--- config.mk ---
export PLATFORM = sky130hd
export DESIGN_NAME = scp_fifo
export DESIGN_NICKNAME = d
export VERILOG_FILES = /design/src/design/scp_pkg.sv /design/src/design/scp_fifo.sv
export SDC_FILE = /design/constraint.sdc
export NUM_CORES = 1
export LEC_CHECK = 0
export BUFFER_PORTS_ARGS = -buffer_cell sky130_fd_sc_hd__buf_2
export CORE_ASPECT_RATIO = 1.75
export CORE_MARGIN = 2
export CORE_UTILIZATION = 50
export CTS_CLUSTER_DIAMETER = 150
export DETAILED_ROUTE_END_ITERATION = 12
export GPL_ROUTABILITY_DRIVEN = 0
export PLACE_DENSITY = 0.74
export SYNTH_ARGS = -nofsm -noshare
export SYNTH_HDL_FRONTEND = slang
export SYNTH_SLANG_ARGS = --single-unit
--- constraint.sdc ---
create_clock -name clk -period 13.4 [get_ports clk]
set_input_delay 0 -clock clk [delete_from_list [all_inputs] [get_ports clk]]
set_output_delay 0 -clock clk [all_outputs]
set_load 0.02 [all_outputs]
--- src/design/scp_pkg.sv ---
// Shared types and constants for the sphere closest point block.
`default_nettype none
package scp_pkg;

    localparam int DIMS       = 3;
    localparam int FIFO_DEPTH = 4;
    localparam int FIFO_AW    = 2;

    localparam logic [2:0] REG_CENTER_X  = 3'd0;
    localparam logic [2:0] REG_CENTER_Y  = 3'd1;
    localparam logic [2:0] REG_CENTER_Z  = 3'd2;
    localparam logic [2:0] REG_RADIUS    = 3'd3;
    localparam logic [2:0] REG_TOLERANCE = 3'd4;

    typedef struct packed {
        logic [2:0][31:0] center;
        logic [30:0]      radius;
        logic [30:0]      tolerance;
    } scp_cfg_t;

    // classified query handed from front to back
    typedef struct packed {
        logic [2:0][31:0] pt;
        logic [2:0]       neg;
        logic [2:0][63:0] prod;
        logic [65:0]      ssq;
        logic             in_ball;
        logic             cont;
    } scp_item_t;

endpackage
`default_nettype wire

--- src/design/scp_fifo.sv ---
// Short queue between front and back pipelines.
`default_nettype none
module scp_fifo (
    input  wire logic               clk,
    input  wire logic               rst_n,
    input  wire logic               push,
    input  wire scp_pkg::scp_item_t push_item,
    output logic                    full,
    input  wire logic               pop,
    output logic                    nonempty,
    output scp_pkg::scp_item_t      pop_item
);
    import scp_pkg::*;

    scp_item_t          mem_reg [FIFO_DEPTH];
    logic [FIFO_AW-1:0] wr_reg, rd_reg;
    logic [FIFO_AW:0]   cnt_reg;

    assign full     = cnt_reg == (FIFO_AW+1)'(FIFO_DEPTH);
    assign nonempty = cnt_reg != '0;
    assign pop_item = mem_reg[rd_reg];

    always_ff @(posedge clk or negedge rst_n)
    begin
        if (!rst_n)
        begin
            wr_reg  <= '0;
            rd_reg  <= '0;
            cnt_reg <= '0;
        end
        else
        begin
            if (push)
                wr_reg <= wr_reg + 1'b1;
            if (pop)
                rd_reg <= rd_reg + 1'b1;
            if (push && !pop)
                cnt_reg <= cnt_reg + 1'b1;
            else if (pop && !push)
                cnt_reg <= cnt_reg - 1'b1;
        end
    end

    always_ff @(posedge clk)
    begin
        if (push)
            mem_reg[wr_reg] <= push_item;
    end

`ifndef SYNTHESIS
    a_cnt_bound: assert property (@(posedge clk) disable iff (!rst_n)
        cnt_reg <= (FIFO_AW+1)'(FIFO_DEPTH))
        else $error("fifo count over depth");
    a_no_overflow: assert property (@(posedge clk) disable iff (!rst_n)
        !(push && full))
        else $error("push into full fifo");
    a_no_underflow: assert property (@(posedge clk) disable iff (!rst_n)
        !(pop && !nonempty))
        else $error("pop from empty fifo");
`endif

endmodule
`default_nettype wire

==> reports/metrics.yaml, run 1 <==
period_share_pct: 32.5
wl_um: 124000
fin_util_pct: 64.1
synth_area_um2: 52200
status: "completed"
final_net_count: 3585
finalWorstPathRequiredPeriod_ns: 4.36
synth_nets: 2278
syn-instance-count: 1909
cts_resized: 0
finalSetupViolCount: 0
worst_slack_ns: 9.04
start_kind: "register"
clockBufferDepth: 3
worst_hold_path.endpoint: "mem_reg[2][37]"
largest_reg_flops: 1436
yosysUniqueCellTypes: 19
synthFlopType: "edfxtp_1"
overflow: 0
critical_path_class: "register to output pin"
ir_worst_vdd_uv: 232
hold_viol_final: 0
grtUsageTotal_pct: 22.7
synth_edf_count: 1436
hp-start: "push_item[37]"
grt_pass1_vias: 28300
hold_class: "input pin to register"
use_met3_pct: 6.52
slowest_delay_ns: 0.97
drv_slew: 0
reg2regPathDepth: 5
yosysTopAreaCellShare_pct: 82.6
busiest_layer: "met2"
cts_sinks: 1443
ys_seq_area_share_pct: 82.9
rows: 156
synth.largest_area_cell: "edfxtp_1"
timing.fmax_mhz: 229
antenna_found_initial: 24
dp_hpwl_um: 69400
power.total_mw: 14.4
drtPass1Iterations: 6
worst_pin_slew_ns: 1.16
fin_skew_ns: 0.0215
io_buffers: 723
cp.arrival_ns: 4.36
startpoint: "rd_reg[1]"
cp_cell_sequence: "buf_4, buf_4, mux4_2, buf_2"
wire_per_inst_um: 26.4
num_vias: 26200
path_delay_family: "buffers and inverters"
crit_slowest_cell: "buf_4"
r2r_start: "wr_reg[0]"
grt_util_met1_pct: 27.2
synthArstFlopShare_pct: 0.485
syn_avg_cell_area_um2: 27.3
filler_cell_count: 6490
use_met2_pct: 38.3
synthTopCellsByArea: "edfxtp_1 83%, mux4_2 15%, buf_6 0.71%"
cpMostUsedCell: "buf_4"
stdcell_count: 4684
synth.most_common_cell: "edfxtp_1"
pre_cts_ws_ns: 9.25
dieArea_um2: 107000
postLayoutCellArea_um2: 66300
holdPathStages: 2
cp_data_required_time_ns: 13.40
drcViolationCount: 0
vias_per_cell: 5.58
rsz0062_at_grt: "no"
clk_latency_ns: 0.72
yosys_warnings: 0
drtIter0Drc: 1819
placed_cells: 3924
worstSetupEndpointType: "output pin"
die_y_um: 431
synthTopCellsByCount: "1436 x edfxtp_1, 359 x mux4_2, 40 x buf_2"
placed_area_um2: 57200
cts_tree: "built"
syn_to_final_growth_pct: 27.1
path_buf_inv: 3
path_depth: 4
grt_max_degree: 130
powerDensity_nw_per_um2: 217
grt_pass1_wl_um: 179000
initial_utilization_pct: 50.5
power_leakage_nw: 22.7
drive_gt1_share_pct: 38.6
max_cap_violations: 0
worstPathMaxFanout: 77
setup-tns-final_ns: 0
ios: 724
core_um2: 103000
cts.clk_slew.worst_paths_ns: 0.07
ant_nets: 0
r2r-end: "mem_reg[3][209]"
ys_ff_latch: 1443
rrSetupSlack_ns: 9.19
cts_made_buffers: 118
root_buffer: "clkbuf_16"
holdWs_ns: 0.0429
fp.dieW_um: 248
cts_max_level: 3
slew_headroom_pct: 22.4
[cells by family after synthesis]
kind of cell / after synthesis / share of synthesized area, %
buffers and inverters: 84 / 1.18
DFF: 1443 / 82.9
and+or+nand+nor: 9 / 0.0959
muxes: 360 / 15.5
AOI/OAI and AO/OA: 1 / 0.00958
xor gates and xnor gates: 6 / 0.101
adders and majority gates: 6 / 0.158
[what timing repair did]
item | in CTS | in global routing
hold endpoints to repair | 1477 | 0
setup buffers | 0 | 0
hold buffers | 515 | 0
[area by class of cell]
| cell class | instances | area, um^2 | area share (%) |
|---|---|---|---|
| Sequential cell | 1443 | 43300 | 65.3 |
| Tap cell | 1343 | 1680 | 2.53 |
| Antenna cell | 24 | 60.1 | 0.0906 |
| Timing Repair Buffer | 1267 | 9030 | 13.6 |
| Clock inverter | 83 | 888 | 1.34 |
| Inverter | 4 | 15.0 | 0.0226 |
| Clock buffer | 138 | 3050 | 4.60 |
| Multi-Input combinational cell | 382 | 8300 | 12.5 |
[per-layer routing]
metal  routed length (um)  up-vias
li1                     -    11000
met4                 5190       14
met5                   93        -
met1                42800    13600
met3                11700      258
met2                63800     1291
[where the power goes]
part / total, mW / leakage, nW / internal [mW] / switching (mW)
clock: 3.53 / 1.90 / 1.96 / 1.57
sequential: 6.17 / 13.3 / 5.91 / 0.266
combinational: 4.66 / 7.56 / 1.80 / 2.87
[how the worst max path moves through the flow]
stage / to / slack, ns
detailed placement: mem_reg[3][232] / 9.25
global placement: mem_reg[3][230] / 9.32
finish: pop_item[243] / 9.04
global route: pop_item[226] / 8.91
floorplan: mem_reg[2][0] / 3.91
CTS: pop_item[243] / 8.97
[placed cells by master (no fill, tap or decap), drive strengths merged, types with 5 or more instances in the layout]
master       instances
bufinv              17
ha                   5
dlygate4sd3        515
diode               24
inv                 11
dfrtp                7
clkinv              55
clkbuf             138
edfxtp            1436
mux4               359
buf                752
Power figures use the tool's default switching activity.
==> run 2, diff against run 1 <==
PLACE_DENSITY = 0.77   (was 0.74)
clock period = 3.9 ns   (was 13.4 ns; I/O delays follow)
==> reports/metrics.yaml, run 2 (synthesis gave the netlist of run 1 again) <==
status: "completed"
cts_made_buffers: 118  # unchanged
worstSetupEndpointType: "output pin"
core_um2: 103000  # unchanged
layout_common_cells: "1436 x edfxtp_1, 723 x buf_2, 514 x dlygate4sd3_1"
slowest_delay_ns: 1.09  # +0.12 ns
ios: 724  # unchanged
ir_worst_vdd_uv: 686  # +200%
dieArea_um2: 107000  # unchanged
drive_gt1_share_pct: 40.4  # +1.8 points
fp.dieW_um: 248  # unchanged
cts.clk_slew.worst_paths_ns: 0.07  # about the same
cts_hold_buf: 514  # -0.19%
drtIter0Drc: 2354  # +29%
cts_tree: "built"
wl_um: 137000  # +11%
cts_max_level: 3  # unchanged
path_delay_family: "flip-flops"
hold_class: "input pin to register"
grt_pass1_wl_um: 196000  # +9.4%
worstPathMaxFanout: 44  # -43%
r2r_start: "wr_reg[1]"
ant_nets: 0  # unchanged
clk_latency_ns: 0.74  # +0.02 ns
hp-start: "push_item[318]"
fin_skew_ns: 0.0316  # +0.0101 ns
finalWorstPathRequiredPeriod_ns: 3.11
cts_resized: 0  # unchanged
start_kind: "register"
cp_data_required_time_ns: 3.90  # -9.50 ns
drtPass1Iterations: 5  # -1
overflow: 0  # unchanged
powerDensity_nw_per_um2: 754  # +250%
worst_hold_path.endpoint: "mem_reg[2][318]"
vias_per_cell: 5.79  # +3.7%
max_cap_violations: 0  # unchanged
crit_slowest_cell: "dfrtp_4"
cp.arrival_ns: 3.11  # -1.25 ns
hold_viol_final: 0  # unchanged
antenna_found_initial: 16  # -33%
rsz0062_at_grt: "no"
grt_pass1_vias: 29400  # +4.1%
cp_cell_sequence: "buf_4, mux4_2, buf_2"
setup-tns-final_ns: 0  # unchanged
holdPathStages: 2  # unchanged
wire_per_inst_um: 28.9  # +9.6%
drcViolationCount: 0  # unchanged
largest_reg_flops: 1436  # unchanged
num_vias: 27400  # +4.6%
die_y_um: 431  # unchanged
power_leakage_nw: 23.1  # +1.8%
filler_cell_count: 6251  # -3.7%
register_area_um2: 43300  # unchanged
worst_pin_slew_ns: 1.02  # -0.142 ns
rrSetupSlack_ns: 1.61  # -7.58 ns
grt_max_degree: 92  # -29%
clockBufferDepth: 3  # unchanged
reg2regPathDepth: 4  # -1
slew_headroom_pct: 31.9  # +9.5 points
dp_hpwl_um: 75900  # +9.3%
multi_input_area_um2: 8300  # unchanged
cts_sinks: 1443  # unchanged
final_common_cell: "edfxtp_1"
path_buf_inv: 2  # -1
fin_util_pct: 64.9  # +0.74 points
initial_utilization_pct: 50.5  # unchanged
grtUsageTotal_pct: 25.3  # +2.6 points
period_share_pct: 79.6
timing.fmax_mhz: 322
syn_to_final_growth_pct: 28.5
drv_slew: 0  # unchanged
r2r-end: "mem_reg[1][139]"
rows: 156  # unchanged
post_cts_buffers: 0  # unchanged
io_buffers: 723  # unchanged
root_buffer: "clkbuf_16"
finalSetupViolCount: 0  # unchanged
critical_path_class: "register to output pin"
final_net_count: 3637  # +1.5%
==> run 2: cell count changes in the layout (fill, tap and decap cells not counted), moves of 2 or more <==
cell / previous run / this run
buf_12: 3 / 29
buf_4: 26 / 53
clkbuf_1: 19 / 14
clkinv_1: 41 / 18
clkinv_2: 10 / 27
clkinv_4: 4 / 2
clkinvlp_4: 4 / 12
diode_2: 24 / 16
inv_6: 2 / 5
inv_8: 1 / 3
==> run 2: per-stage QoR <==
step / power [mW] / setup WS (ns) / std cells / hold WS [ns] / area [um^2]
after floorplan: 32.0 / 0.344 / 1909 / -0.296 / 52200
after global placement: 37.1 / 1.65 / 3977 / -0.156 / 57900
after detailed placement: 37.6 / 1.61 / 3977 / -0.151 / 57900
after CTS: 50.3 / 0.792 / 4712 / 0.000123 / 67000
after global routing: 52.2 / 0.653 / 4724 / 0.0132 / 67100
final: 50.6 / 0.794 / 4728 / 0.0351 / 67100
==> run 2: worst max-delay path by stage <==
stage	depth (start not counted)	start	end	slack, ns
floorplan	3	wr_reg[0]	mem_reg[2][0]	0.34
global placement	3	rd_reg[0]	pop_item[337]	1.65
detailed placement	4	wr_reg[1]	mem_reg[1][209]	1.61
CTS	3	rd_reg[1]	pop_item[337]	0.79
global route	3	rd_reg[0]	pop_item[18]	0.65
finish	3	rd_reg[1]	pop_item[281]	0.79
==> run 2: final cells by class <==
type,count,area share (%)
Multi-Input combinational cell,382,12.4
Antenna cell,16,0.0597
Tap cell,1343,2.50
Clock buffer,132,4.48
Inverter,4,0.0224
Timing Repair Buffer,1319,14.5
Clock inverter,89,1.50
Sequential cell,1443,64.5
==> run 2: metal layers <==
layer | routed length, um | track usage, %
met5 | 40 | 0
met4 | 5610 | 10.5
met3 | 13900 | 6.57
met2 | 72400 | 44.4
met1 | 44700 | 29.1
==> run 2: where the power goes <==
group | internal, mW | switching, mW
Clock | 6.81 | 5.63
Combinational | 6.60 | 10.3
Sequential | 20.2 | 1.02
==> run 2: worst reg2reg max path: cells and delay by family, from the launching register on <==
kind | cells | cell delay, ns
simple gates | 1 | 0.73
buf+inv | 2 | 0.66
flops | 1 | 0.41
fa+ha+maj | 1 | 0.16
